[src/rtl/core/smcln_pkg.sv]
// Shared types and constants for the symbol matrix chain log-norm block.
// Used by every module of the block except smcln_ram; depends on nothing.
package smcln_pkg;

  localparam int MaxDim   = 16;
  localparam int DimW     = $clog2(MaxDim);
  localparam int StoreDep = 2 * MaxDim * MaxDim;
  localparam int AddrW    = $clog2(StoreDep);
  localparam int SizeW    = 5;

  localparam logic [7:0] CharZero = 8'h30;
  localparam logic [7:0] CharOne  = 8'h31;

  localparam logic [1:0] StatOk     = 2'd0;
  localparam logic [1:0] StatBadSym = 2'd1;
  localparam logic [1:0] StatNorm   = 2'd2;

  localparam logic [25:0] Ln2Q26 = 26'd46516320;

  typedef struct packed {
    logic               mode;
    logic               matrix_index;
    logic [3:0]         row_index;
    logic [3:0]         col_index;
    logic signed [31:0] entry_value;
    logic [7:0]         symbol_char;
    logic               last;
  } smcln_in_t;

  typedef struct packed {
    logic signed [47:0] log_entrywise_norm;
    logic [1:0]         status;
  } smcln_out_t;

  typedef enum logic [4:0] {
    S_IDLE, S_MAC, S_DRAIN, S_MCHK, S_NORM, S_QPASS, S_QDRAIN, S_SQI, S_SQRT,
    S_DIVI, S_DIVS, S_DIVW, S_LOGI, S_LOGN, S_LOGIT, S_LNA, S_LNB, S_ACC,
    S_CHKL, S_SUM, S_SUMCHK, S_EMIT
  } smcln_state_t;

  typedef struct packed {
    logic            restart;
    logic            load_wr;
    logic            latch;
    logic            set_err1;
    logic            set_err2;
    logic            mac_issue;
    logic [DimW-1:0] row;
    logic [DimW-1:0] col;
    logic            mac_first;
    logic            mac_endr;
    logic            norm_init;
    logic            norm_step;
    logic            q_issue;
    logic [DimW-1:0] idx;
    logic            sqrt_init;
    logic            sqrt_step;
    logic            div_init;
    logic            div_step;
    logic            div_wr;
    logic            log_init;
    logic            log_src;
    logic            log_nstep;
    logic            log_istep;
    logic            ln_a;
    logic            ln_b;
    logic            acc_add;
    logic            fin_set;
    logic            sum_clr;
    logic            sum_step;
    logic            emit;
  } smcln_cmd_t;

  typedef struct packed {
    logic err_nz;
    logic m_zero;
    logic norm_done;
    logic logn_done;
    logic sum_pos;
  } smcln_stat_t;

endpackage

[src/rtl/core/smcln_ctrl.sv]
// Sequencer of the log-norm block: state machine, loop counters, size register
// and the result valid flag. Depends on smcln_pkg.
module smcln_ctrl (
  input  logic                    clk,
  input  logic                    rst_n,
  input  logic                    in_valid,
  output logic                    in_ready,
  input  smcln_pkg::smcln_in_t    in_data,
  input  logic                    cfg_valid,
  output logic                    cfg_ready,
  input  logic [4:0]              cfg_data,
  output logic                    out_valid,
  input  logic                    out_ready,
  input  smcln_pkg::smcln_stat_t  st,
  output smcln_pkg::smcln_cmd_t   cmd
);
  import smcln_pkg::*;

  smcln_state_t    state_r, state_nxt;
  logic [DimW-1:0] idx_r, idx_nxt, col_r, col_nxt, n_m1;
  logic [4:0]      it_r, it_nxt;
  logic            last_r, last_nxt, fin_r, fin_nxt, ovld_r, ovld_nxt;
  logic [SizeW-1:0] size_r, size_nxt;

  assign cfg_ready = 1'b1;
  assign out_valid = ovld_r;

  // Size zero acts as one, anything above the store dimension as the maximum.
  always_comb begin
    if (size_r == '0) begin
      n_m1 = '0;
    end else if (size_r > SizeW'(MaxDim)) begin
      n_m1 = DimW'(MaxDim - 1);
    end else begin
      n_m1 = DimW'(size_r - 1'b1);
    end
  end

  always_ff @(posedge clk) begin
    if (!rst_n) begin
      state_r <= S_IDLE;
      idx_r   <= '0;
      col_r   <= '0;
      it_r    <= '0;
      last_r  <= 1'b0;
      fin_r   <= 1'b0;
      ovld_r  <= 1'b0;
      size_r  <= SizeW'(MaxDim);
    end else begin
      state_r <= state_nxt;
      idx_r   <= idx_nxt;
      col_r   <= col_nxt;
      it_r    <= it_nxt;
      last_r  <= last_nxt;
      fin_r   <= fin_nxt;
      ovld_r  <= ovld_nxt;
      size_r  <= size_nxt;
    end
  end

  always_comb begin
    state_nxt = state_r;
    idx_nxt   = idx_r;
    col_nxt   = col_r;
    it_nxt    = it_r;
    last_nxt  = last_r;
    fin_nxt   = fin_r;
    size_nxt  = size_r;
    ovld_nxt  = ovld_r && !out_ready;
    in_ready  = 1'b0;
    cmd           = '0;
    cmd.row       = idx_r;
    cmd.col       = col_r;
    cmd.idx       = idx_r;
    cmd.log_src   = fin_r;
    cmd.mac_first = (col_r == '0);
    cmd.mac_endr  = (col_r == n_m1);

    if (cfg_valid) begin
      size_nxt    = cfg_data;
      cmd.restart = 1'b1;
    end

    unique case (state_r)
      S_IDLE: begin
        in_ready = 1'b1;
        if (in_valid) begin
          if (!in_data.mode) begin
            cmd.load_wr = 1'b1;
          end else begin
            last_nxt  = in_data.last;
            state_nxt = S_CHKL;
            if (!st.err_nz) begin
              if (in_data.symbol_char == CharZero || in_data.symbol_char == CharOne) begin
                cmd.latch = 1'b1;
                idx_nxt   = '0;
                col_nxt   = '0;
                state_nxt = S_MAC;
              end else begin
                cmd.set_err1 = 1'b1;
              end
            end
          end
        end
      end
      S_MAC: begin
        cmd.mac_issue = 1'b1;
        if (col_r == n_m1) begin
          col_nxt = '0;
          if (idx_r == n_m1) begin
            it_nxt    = '0;
            state_nxt = S_DRAIN;
          end else begin
            idx_nxt = idx_r + 1'b1;
          end
        end else begin
          col_nxt = col_r + 1'b1;
        end
      end
      S_DRAIN: begin
        it_nxt = it_r + 1'b1;
        if (it_r == 5'd1) begin
          state_nxt = S_MCHK;
        end
      end
      S_MCHK: begin
        if (st.m_zero) begin
          cmd.set_err2 = 1'b1;
          state_nxt    = S_CHKL;
        end else begin
          cmd.norm_init = 1'b1;
          state_nxt     = S_NORM;
        end
      end
      S_NORM: begin
        if (st.norm_done) begin
          idx_nxt   = '0;
          state_nxt = S_QPASS;
        end else begin
          cmd.norm_step = 1'b1;
        end
      end
      S_QPASS: begin
        cmd.q_issue = 1'b1;
        if (idx_r == n_m1) begin
          state_nxt = S_QDRAIN;
        end else begin
          idx_nxt = idx_r + 1'b1;
        end
      end
      S_QDRAIN: state_nxt = S_SQI;
      S_SQI: begin
        cmd.sqrt_init = 1'b1;
        it_nxt        = '0;
        state_nxt     = S_SQRT;
      end
      S_SQRT: begin
        cmd.sqrt_step = 1'b1;
        it_nxt        = it_r + 1'b1;
        if (it_r == 5'd31) begin
          idx_nxt   = '0;
          state_nxt = S_DIVI;
        end
      end
      S_DIVI: begin
        cmd.div_init = 1'b1;
        it_nxt       = '0;
        state_nxt    = S_DIVS;
      end
      S_DIVS: begin
        cmd.div_step = 1'b1;
        it_nxt       = it_r + 1'b1;
        if (it_r == 5'd29) begin
          state_nxt = S_DIVW;
        end
      end
      S_DIVW: begin
        cmd.div_wr = 1'b1;
        if (idx_r == n_m1) begin
          state_nxt = S_LOGI;
        end else begin
          idx_nxt   = idx_r + 1'b1;
          state_nxt = S_DIVI;
        end
      end
      S_LOGI: begin
        cmd.log_init = 1'b1;
        state_nxt    = S_LOGN;
      end
      S_LOGN: begin
        if (st.logn_done) begin
          it_nxt    = '0;
          state_nxt = S_LOGIT;
        end else begin
          cmd.log_nstep = 1'b1;
        end
      end
      S_LOGIT: begin
        cmd.log_istep = 1'b1;
        it_nxt        = it_r + 1'b1;
        if (it_r == 5'd29) begin
          state_nxt = S_LNA;
        end
      end
      S_LNA: begin
        cmd.ln_a  = 1'b1;
        state_nxt = S_LNB;
      end
      S_LNB: begin
        cmd.ln_b  = 1'b1;
        state_nxt = S_ACC;
      end
      S_ACC: begin
        if (fin_r) begin
          cmd.fin_set = 1'b1;
          state_nxt   = S_EMIT;
        end else begin
          cmd.acc_add = 1'b1;
          state_nxt   = S_CHKL;
        end
      end
      S_CHKL: begin
        if (!last_r) begin
          state_nxt = S_IDLE;
        end else if (st.err_nz) begin
          state_nxt = S_EMIT;
        end else begin
          cmd.sum_clr = 1'b1;
          idx_nxt     = '0;
          state_nxt   = S_SUM;
        end
      end
      S_SUM: begin
        cmd.sum_step = 1'b1;
        if (idx_r == n_m1) begin
          state_nxt = S_SUMCHK;
        end else begin
          idx_nxt = idx_r + 1'b1;
        end
      end
      S_SUMCHK: begin
        if (!st.sum_pos) begin
          cmd.set_err2 = 1'b1;
          state_nxt    = S_EMIT;
        end else begin
          fin_nxt   = 1'b1;
          state_nxt = S_LOGI;
        end
      end
      S_EMIT: begin
        // The result register is reloaded only once the previous beat is gone.
        if (!ovld_r || out_ready) begin
          cmd.emit    = 1'b1;
          cmd.restart = 1'b1;
          ovld_nxt    = 1'b1;
          fin_nxt     = 1'b0;
          state_nxt   = S_IDLE;
        end
      end
      default: state_nxt = S_IDLE;
    endcase
  end

endmodule

[config.mk]
export PLATFORM = sky130hd
export DESIGN_NAME = smcln_ctrl
export DESIGN_NICKNAME = d
export VERILOG_FILES = /design/src/rtl/core/smcln_pkg.sv /design/src/rtl/core/smcln_ctrl.sv
export SDC_FILE = /design/constraint.sdc
export NUM_CORES = 1
export LEC_CHECK = 0
export ABC_AREA = 1
export BUFFER_PORTS_ARGS = -buffer_cell sky130_fd_sc_hd__buf_2
export CAP_MARGIN = 15
export CORE_ASPECT_RATIO = 1.5
export CORE_MARGIN = 2
export CORE_UTILIZATION = 35
export CTS_CLUSTER_DIAMETER = 50
export DETAILED_ROUTE_END_ITERATION = 10
export PLACE_DENSITY = 0.59
export SYNTH_ARGS = -nofsm -noshare
export SYNTH_HDL_FRONTEND = slang
export SYNTH_SLANG_ARGS = --single-unit
[constraint.sdc]
create_clock -name clk -period 2.3 [get_ports clk]
set_input_delay 0.345 -clock clk [delete_from_list [all_inputs] [get_ports clk]]
set_output_delay 0.345 -clock clk [all_outputs]
set_load 0.01 [all_outputs]
==> results of run 1 <==
[cell families (layout without fill, tap and decap cells)]
group,Yosys count,after routing
fa+ha+maj,8,8
flops,26,26
simple gates,196,196
xor+xnor,6,6
compound gates,43,43
other cells,1,1
buf+inv,72,132
[layout by cell type, fill, tap and decap left out, types with 5 or more instances in the layout]
master	Yosys	final
nor3_1	9	8
nand3_1	22	22
buf_2	1	64
nand4_1	11	11
inv_2	5	6
inv_1	56	55
nand2_2	12	12
o21ai_0	12	12
nand3_2	5	5
ha_1	8	7
a21oi_1	19	19
nor2_4	8	9
nand2_1	67	67
nor2_1	42	42
dfxtp_1	26	26
nor2_2	6	5
[flip-flops by register name (all words and copies together), names as in the netlist]
| signal | cells |
|---|---|
| out_valid | 1 |
| last_r | 1 |
| state_r | 5 |
| size_r | 5 |
| fin_r | 1 |
| it_r | 5 |
| idx_r | 4 |
| col_r | 4 |
[synthesized netlist by cell type (2+ instances only)]
cell type,number
nor2_2,6
nand3_4,4
buf_4,6
dfxtp_1,26
nand3b_1,3
ha_1,8
nor4_1,4
nor3_1,9
nor2_1,42
nand3_2,5
o21ai_0,12
a21oi_1,19
xnor2_1,2
o21ai_4,2
nand4_1,11
inv_1,56
nand3_1,22
nand2_2,12
inv_2,5
inv_4,2
o21ai_1,3
xor2_1,4
nand2_1,67
nor2_4,8
[layer usage]
layer,GRT usage [%],wire [um],vias up
li1,-,-,1244
met1,18.7,2460,1059
met2,38.2,3410,83
met3,2.54,378,20
met4,9.02,270,0
met5,0,0,-
[path summary, 6_finish.rpt]
path / endpoint / slack [ns]
worst max-delay path: cmd[8] / 0.19
worst min-delay path: size_r[2]$_SDFFE_PN0P_ / 0.29
worst max register to register: state_r[0]$_SDFFE_PN0P_ / 0.34
worst min register to register: it_r[1]$_SDFFE_PN0P_ / 0.51
[power by group]
group	leakage, nW	internal [mW]	switching, mW	total [mW]
registers	0.212	0.525	0.0885	0.614
clock network	0.0357	0.233	0.148	0.381
logic	1.17	0.487	0.970	1.46
total	1.42	1.25	1.21	2.45
[metrics by stage]
step                      cell area (sq um)  util [%]
after floorplan                        2280         -
after global placement                 2640      41.3
after detailed placement               2640      41.3
after CTS                              2710      42.4
after global routing                   2730      42.6
final                                  2730      42.6
[layout make-up]
type | count | share of cell area, %
Tap cell | 76 | 3.49
Sequential cell | 26 | 19.1
Inverter | 63 | 8.86
Timing Repair Buffer | 65 | 12.0
Clock buffer | 3 | 1.52
Multi-Input combinational cell | 254 | 53.9
Clock inverter | 1 | 1.10
[worst max-delay path, stage by stage, from the launching register on]
cell	delay [ns]
dfxtp_1	0.31
inv_2	0.24
nand2_1	0.08
nor2_1	0.25
nand2_1	0.14
nor2_1	0.27
buf_2	0.19
==> flow_summary.ini, run 1 <==
[route]
post-route-drc-count = 0
vias = 2406
drtAntennaViolNets = 0
firstDrtPassIters = 4
avgViaCountPerCell = 4.93
postRouteWirelength_um = 6520
drt_iter0_drc = 129
post_drt_wl_per_cell_um = 13.4

[power_and_ir_drop]
finalPower_mw = 2.45
powerDensity_mw_per_mm2 = 899
irDropWorstVdd_mv = 0.360
leakage_nw = 1.42

[setup_path]
crit_arrival_ns = 1.76
timing.rr.start = state_r[1]$_SDFFE_PN0P_
worstSetupPathType = reg -> out
crit_start = state_r[4]$_SDFFE_PN0P_
worstPathRequired_ns = 1.96
crit_path_end_kind = output port
path_max_fanout = 14
worstSetupStartpointType = register
reg2reg_depth = 13

[placed_design]
preCtsSetupSlack_ns = 0.235
placed_cells = 484
gp_congestion = 0.919
post-dp-hpwl_um = 5530
io_buffers = 64

[clocking]
clockBufferDepth = 2
numCtsBuffers = 3
cts_sinks = 26
cts_tree = done
cts_hold_buf = 0
clkTransAtPathRegs_ns = 0.10
cts.htree.levels = 1
post-cts-setup-buffers = 0
cts-resized-gates = 0
cts_root_buffer = clkbuf_8
insertion_delay_ns = 0.28

[timing]
layout_setup_ws_ns = 0.194
period_needed_ns = 2.11
skew_ns = 0.0102
rsz0062_at_grt = false
hold_violations = 0
setup_viol_count_final = 0
finalCritPeriodShare_pct = 91.6
fin_setup_tns_ns = 0
fmax_mhz = 475
worst_hold_slack_ns = 0.286
drv_slew = 0

[yosys]
ys_ff_latch = 26
ys_types = 38
synth_top_cell_area_share_pct = 22.8
syn_area_sq_mm = 0.00228
synth.area.mux_share_pct = 0
ys.flop_type = dfxtp_1
synth_area_leaders = dfxtp_1 23%, nand2_1 11%, inv_1 9.2%, nor2_1 6.9%, nand3_1 4.8%
synthXorXnorAreaFrac_pct = 2.30
synth_area_leader_cell = dfxtp_1
synth_top_family_by_area = simple AND/OR/NAND/NOR gates
synthCells = 352
synth-adder-area-share_pct = 4.38
synth_compound_area_share_pct = 11.7
yosys.area_share.simple_pct = 45.3
synth-edff-count = 0
synth_fp_nets = 426
avgSynthCellArea_sq_um = 6.49
async_reset_ff_share_pct = 0
ys.warnings.count = 0
synth_seq_area_share_pct = 22.8

[layout]
layout-drive-gt1-share_pct = 29.4
n_antenna_cell = 0
layout.cells.non_filler = 488
area_delta_synth_final_pct = 19.3
multi_input_area_sq_mm = 0.00147
ff_latch_area_sq_um = 520
num-nets-final = 487
fillCellCount = 722

[die]
fp.dieH_um = 103
io_pins = 108
core_area_sq_mm = 0.00640
num_rows = 36
die_x_um = 70.0
die_area_sq_mm = 0.00720
start_util_pct = 35.7

[global_routing]
grt_pass1_vias = 2369
antenna_found_initial = 0
grtUsageTotal_pct = 18.9
grt_pass1_wl_um = 10800
gr-total-overflow = 0
grt_max_degree = 16

[status]
status = complete, no violations

[worst_hold_path]
min_path_type = in -> reg
min_from = cfg_data[2]
whs_path_depth = 3

[flow_run]
maxCapViolations = 0
No activity file was read; power rests on OpenSTA's default activity.
==> inputs of run 2 (changes only) <==
Settings changed: CORE_MARGIN 2 to 3, PLACE_DENSITY 0.59 to 0.7.
==> run 2 against run 1 <==
  * Sequential power down 0.7%
  * Final area unchanged
  * Non-clock buffer count unchanged
  * Setup slack worse by 0.044 ns
  * Clock skew down 0.0071 ns
  * Combinational power about the same
  * Worst hold slack worse by 0.0036 ns
  * Fmax down 2.0%
  * Clock-buffer cell count unchanged
  * Largest power group unchanged
==> flow_summary.ini, run 2 (synthesis gave the netlist of run 1 again) <==
[setup_path]
crit_path_end_kind = output port
worstSetupStartpointType = register
reg2reg_depth = 11
worstPathRequired_ns = 1.96
path_max_fanout = 4
r2r_setup_slack_ns = 0.38
crit_start = state_r[3]$_SDFFE_PN0P_
crit_arrival_ns = 1.80
timing.rr.start = size_r[0]$_SDFFE_PN0P_
worstSetupPathType = reg -> out
reg2reg_to = it_r[1]$_SDFFE_PN0P_

[layout]
n_antenna_cell = 0
final_cell_mix = 67 x nand2_1, 64 x buf_2, 55 x inv_1
area_delta_synth_final_pct = 19.3
top_regs = it_r (5), size_r (5), state_r (5)
final_common_cell = nand2_1
layout-drive-gt1-share_pct = 29.6
num-nets-final = 487

[power_and_ir_drop]
leakage_nw = 1.42
powerDensity_mw_per_mm2 = 891
irDropWorstVdd_mv = 0.460
switchingPower_mw = 1.18
switching_share_pct = 48.6
power_frac_seq_pct = 25.1
combPwrFrac_pct = 58.9
p_int_mw = 1.25
power_frac_clock_pct = 16.0

[timing]
fin_setup_tns_ns = 0
layout_setup_ws_ns = 0.150
setup_viol_count_final = 0
hold_violations = 0
period_needed_ns = 2.15
fmax_mhz = 465
skew_ns = 0.00315
drv_slew = 0
finalCritPeriodShare_pct = 93.5
rsz0062_at_grt = false

[route]
wl_met1_um = 2330
post_drt_wl_per_cell_um = 12.8
post-route-drc-count = 0
drtAntennaViolNets = 0
avgViaCountPerCell = 5.06
highest_layer = met4
drt_iter0_drc = 146
firstDrtPassIters = 4
dr_wl_met2_um = 3200
met3_length_um = 351
postRouteWirelength_um = 6210
vias = 2459

[die]
die_x_um = 72.0
io_pins = 108
num_rows = 35
start_util_pct = 36.7
die_area_sq_mm = 0.00755
fp.dieH_um = 105
core_area_sq_mm = 0.00622

[clocking]
cts_tree = done
cts.htree.levels = 1
clkTransAtPathRegs_ns = 0.09
numCtsBuffers = 3
cts_root_buffer = clkbuf_8
cts_sinks = 26
insertion_delay_ns = 0.28
clockBufferDepth = 2

[worst_hold_path]
whs_path_depth = 3
min_from = cfg_data[2]
min_path_type = in -> reg
whs_endpoint = size_r[2]$_SDFFE_PN0P_

[status]
status = complete, no violations

[global_routing]
gr-total-overflow = 0
grt_pass1_vias = 2319
grt_pass1_wl_um = 10300
grt_max_degree = 16
antenna_found_initial = 0
grtUsageTotal_pct = 16.8

[placed_design]
io_buffers = 64
gp_congestion = 0.953
preCtsSetupSlack_ns = 0.260
post-dp-hpwl_um = 5210

[flow_run]
maxCapViolations = 0
-- run 2: cell counts in the layout (fill, tap and decap cells not counted) --
No cell type changed its count.
-- run 2: layout make-up --
type | count | area (sq um)
Clock buffer | 3 | 41.3
Tap cell | 74 | 92.6
Sequential cell | 26 | 522
Clock inverter | 1 | 30.0
Multi-Input combinational cell | 254 | 1470
Fill cell | 687 | 3490
Timing Repair Buffer | 65 | 328
Inverter | 63 | 241
-- run 2: how the worst max path moves through the flow --
stage / to / slack (ns) / cells after the start
after floorplan: state_r[0]$_SDFFE_PN0P_ / 0.51 / 14
after global placement: it_r[1]$_SDFFE_PN0P_ / 0.32 / 12
after detailed placement: it_r[1]$_SDFFE_PN0P_ / 0.26 / 11
after CTS: cmd[38] / 0.02 / 9
after global routing: cmd[38] / 0.01 / 9
final: cmd[2] / 0.15 / 8
-- run 2: what timing repair did --
action / in CTS / in global routing
hold buffers: 0 / 0
buffers inserted: 0 / 0
setup endpoints to repair: 0 / 3
resized for setup: 0 / 5
-- run 2: stage by stage --
stage	area [sq um]	std cells	power [mW]	util [%]	hold slack, ns
floorplan	2280	352	1.72	-	0.458
global placement	2640	482	2.02	42.4	0.487
detailed placement	2640	482	2.04	42.4	0.495
CTS	2710	486	2.44	43.6	0.278
global route	2730	486	2.65	43.8	0.292
finish	2730	486	2.43	43.8	0.282
-- run 2: layer usage --
| layer | track usage [%] | vias to the layer above |
|---|---|---|
| met5 | 0 | - |
| met4 | 11.4 | 0 |
| met3 | 2.21 | 25 |
| met2 | 28.8 | 86 |
| met1 | 18.8 | 1100 |
| li1 | - | 1248 |
-- run 2: worst max-delay path: stages (launching register included) --
cell	delay [ns]
dfxtp_1	0.41
nor2_4	0.25
inv_2	0.08
nor2_4	0.11
inv_2	0.07
nor2_2	0.11
inv_2	0.06
nor3_1	0.26
buf_2	0.20
-- run 2: power by group through the flow --
stage                     clock network, mW  registers, mW  logic, mW
after CTS                             0.401          0.610       1.43
after global routing                  0.412          0.627       1.61
after global placement                    0          0.618       1.40
after detailed placement                  0          0.620       1.42
final                                 0.388          0.610       1.43
after floorplan                           0          0.619       1.10
==> inputs of run 3 (changes only) <==
==> constraint.sdc (replaced) <==
create_clock -name clk -period 2.3 [get_ports clk]
set_input_delay 0.345 -clock clk [delete_from_list [all_inputs] [get_ports clk]]
set_output_delay 0.345 -clock clk [all_outputs]
set_load 0.02 [all_outputs]
==> run 3 against run 2 <==
  * Non-clock buffer count is the same
  * Final area unchanged
  * Core utilization unchanged
  * Sequential share of layout area is the same
  * Clock skew grew 0.0041 ns
  * First-iteration DRC count grew 11%
  * Fmax is 2.1% lower
  * Critical path type unchanged
  * Largest power group unchanged
==> flow_summary.ini, run 3 (synthesis gave the netlist of run 1 again) <==
[route]
postRouteWirelength_um = 6200
avgViaCountPerCell = 5.04
post-route-drc-count = 0
firstDrtPassIters = 4
drt_iter0_drc = 162
post_drt_wl_per_cell_um = 12.8
vias = 2451
drtAntennaViolNets = 0

[setup_path]
timing.rr.start = size_r[0]$_SDFFE_PN0P_
reg2reg_depth = 11
worstPathRequired_ns = 1.96
path_max_fanout = 4
reg2reg_to = it_r[1]$_SDFFE_PN0P_
worstSetupStartpointType = register
crit_arrival_ns = 1.85
crit_path_end_kind = output port
r2r_setup_slack_ns = 0.37
worstSetupPathType = reg -> out

[die]
core_area_sq_mm = 0.00622
die_x_um = 72.0
fp.dieH_um = 105
die_area_sq_mm = 0.00755
start_util_pct = 36.7
num_rows = 35
io_pins = 108

[timing]
setup_viol_count_final = 0
layout_setup_ws_ns = 0.103
fmax_mhz = 455
period_needed_ns = 2.20
fin_setup_tns_ns = 0
finalCritPeriodShare_pct = 95.5
drv_slew = 0
hold_violations = 0
skew_ns = 0.00726
rsz0062_at_grt = false

[placed_design]
post-dp-hpwl_um = 5210
dpl_cell_area_sq_mm = 0.00264
gp_congestion = 0.953
io_buffers = 64
placed_cells = 482
preCtsSetupSlack_ns = 0.258

[global_routing]
grtUsageTotal_pct = 16.5
antenna_found_initial = 0
gr-total-overflow = 0
grt_pass1_wl_um = 10100
grt_max_degree = 16
grt_pass1_vias = 2341

[clocking]
clkTransAtPathRegs_ns = 0.10
clockBufferDepth = 2
cts_tree = done
numCtsBuffers = 3
cts.htree.levels = 1
cts_sinks = 26
insertion_delay_ns = 0.27
cts_root_buffer = clkbuf_8

[power_and_ir_drop]
irDropWorstVdd_mv = 0.571
leakage_nw = 1.42
powerDensity_mw_per_mm2 = 919

[layout]
final_cell_mix = 67 x nand2_1, 64 x buf_2, 55 x inv_1
fin_area_sq_mm = 0.00273
area_delta_synth_final_pct = 19.3
num-nets-final = 487
final_common_cell = nand2_1
layout.cells.non_filler = 486
n_antenna_cell = 0
layout-drive-gt1-share_pct = 29.6
top_regs = it_r (5), size_r (5), state_r (5)

[flow_run]
maxCapViolations = 0

[status]
status = complete, no violations

[worst_hold_path]
min_path_type = in -> reg
whs_path_depth = 3
whs_endpoint = size_r[2]$_SDFFE_PN0P_
min_from = cfg_data[2]
run 3: area by class of cell:
cell class,instances,area [sq um]
timing repair buffer,65,328
inverter,63,241
clock inverter,1,30.0
clock buffer,3,41.3
fill,669,3490
tap,74,92.6
multi-input combinational,254,1470
sequential,26,522
run 3: how the worst max path moves through the flow:
stage / slack [ns] / cells past startpoint / from / endpoint
2_1_floorplan: 0.39 / 8 / state_r[0]$_SDFFE_PN0P_ / cmd[38]
3_3_place_gp: 0.32 / 12 / size_r[0]$_SDFFE_PN0P_ / it_r[1]$_SDFFE_PN0P_
3_5_place_dp: 0.26 / 11 / size_r[0]$_SDFFE_PN0P_ / it_r[1]$_SDFFE_PN0P_
4_1_cts: 0.07 / 9 / size_r[0]$_SDFFE_PN0P_ / cmd[23]
5_1_grt: 0.01 / 9 / size_r[0]$_SDFFE_PN0P_ / cmd[23]
6_report: 0.10 / 8 / state_r[3]$_SDFFE_PN0P_ / cmd[2]
run 3: timing repair:
action | CTS | global route
hold buffers | 0 | 0
setup endpoints to repair | 1 | 2
endpoints found under the hold margin | 0 | 0
buffers inserted | 0 | 0
gates resized for setup | 1 | 4
run 3: worst max-delay path, cell delays in order, from the launching register on:
cell	delay, ns
dfxtp_1	0.41
nor2_4	0.26
inv_2	0.08
nor2_4	0.11
inv_2	0.06
nor2_2	0.11
inv_2	0.06
nor3_1	0.25
buf_2	0.23
run 3: power by group:
| group | leakage, nW | switching, mW | internal [mW] |
|---|---|---|---|
| logic | 1.18 | 1.02 | 0.489 |
| clock network | 0.0357 | 0.154 | 0.233 |
| registers | 0.213 | 0.0838 | 0.526 |
| total | 1.42 | 1.26 | 1.25 |
run 3: stage by stage:
stage / utilization, % / power (mW) / hold slack, ns
after floorplan: - / 1.79 / 0.458
after global placement: 42.4 / 2.10 / 0.487
after detailed placement: 42.4 / 2.12 / 0.496
after CTS: 43.7 / 2.51 / 0.293
after global routing: 43.8 / 2.72 / 0.293
final: 43.8 / 2.50 / 0.289
run 3: per-layer routing:
metal / part of all wire [%] / vias up / global-route usage (%)
li1: - / 1241 / -
met1: 38 / 1105 / 18.8
met2: 51 / 82 / 28.7
met3: 5.5 / 23 / 2.02
met4: 5.1 / 0 / 9.54
met5: 0 / - / 0
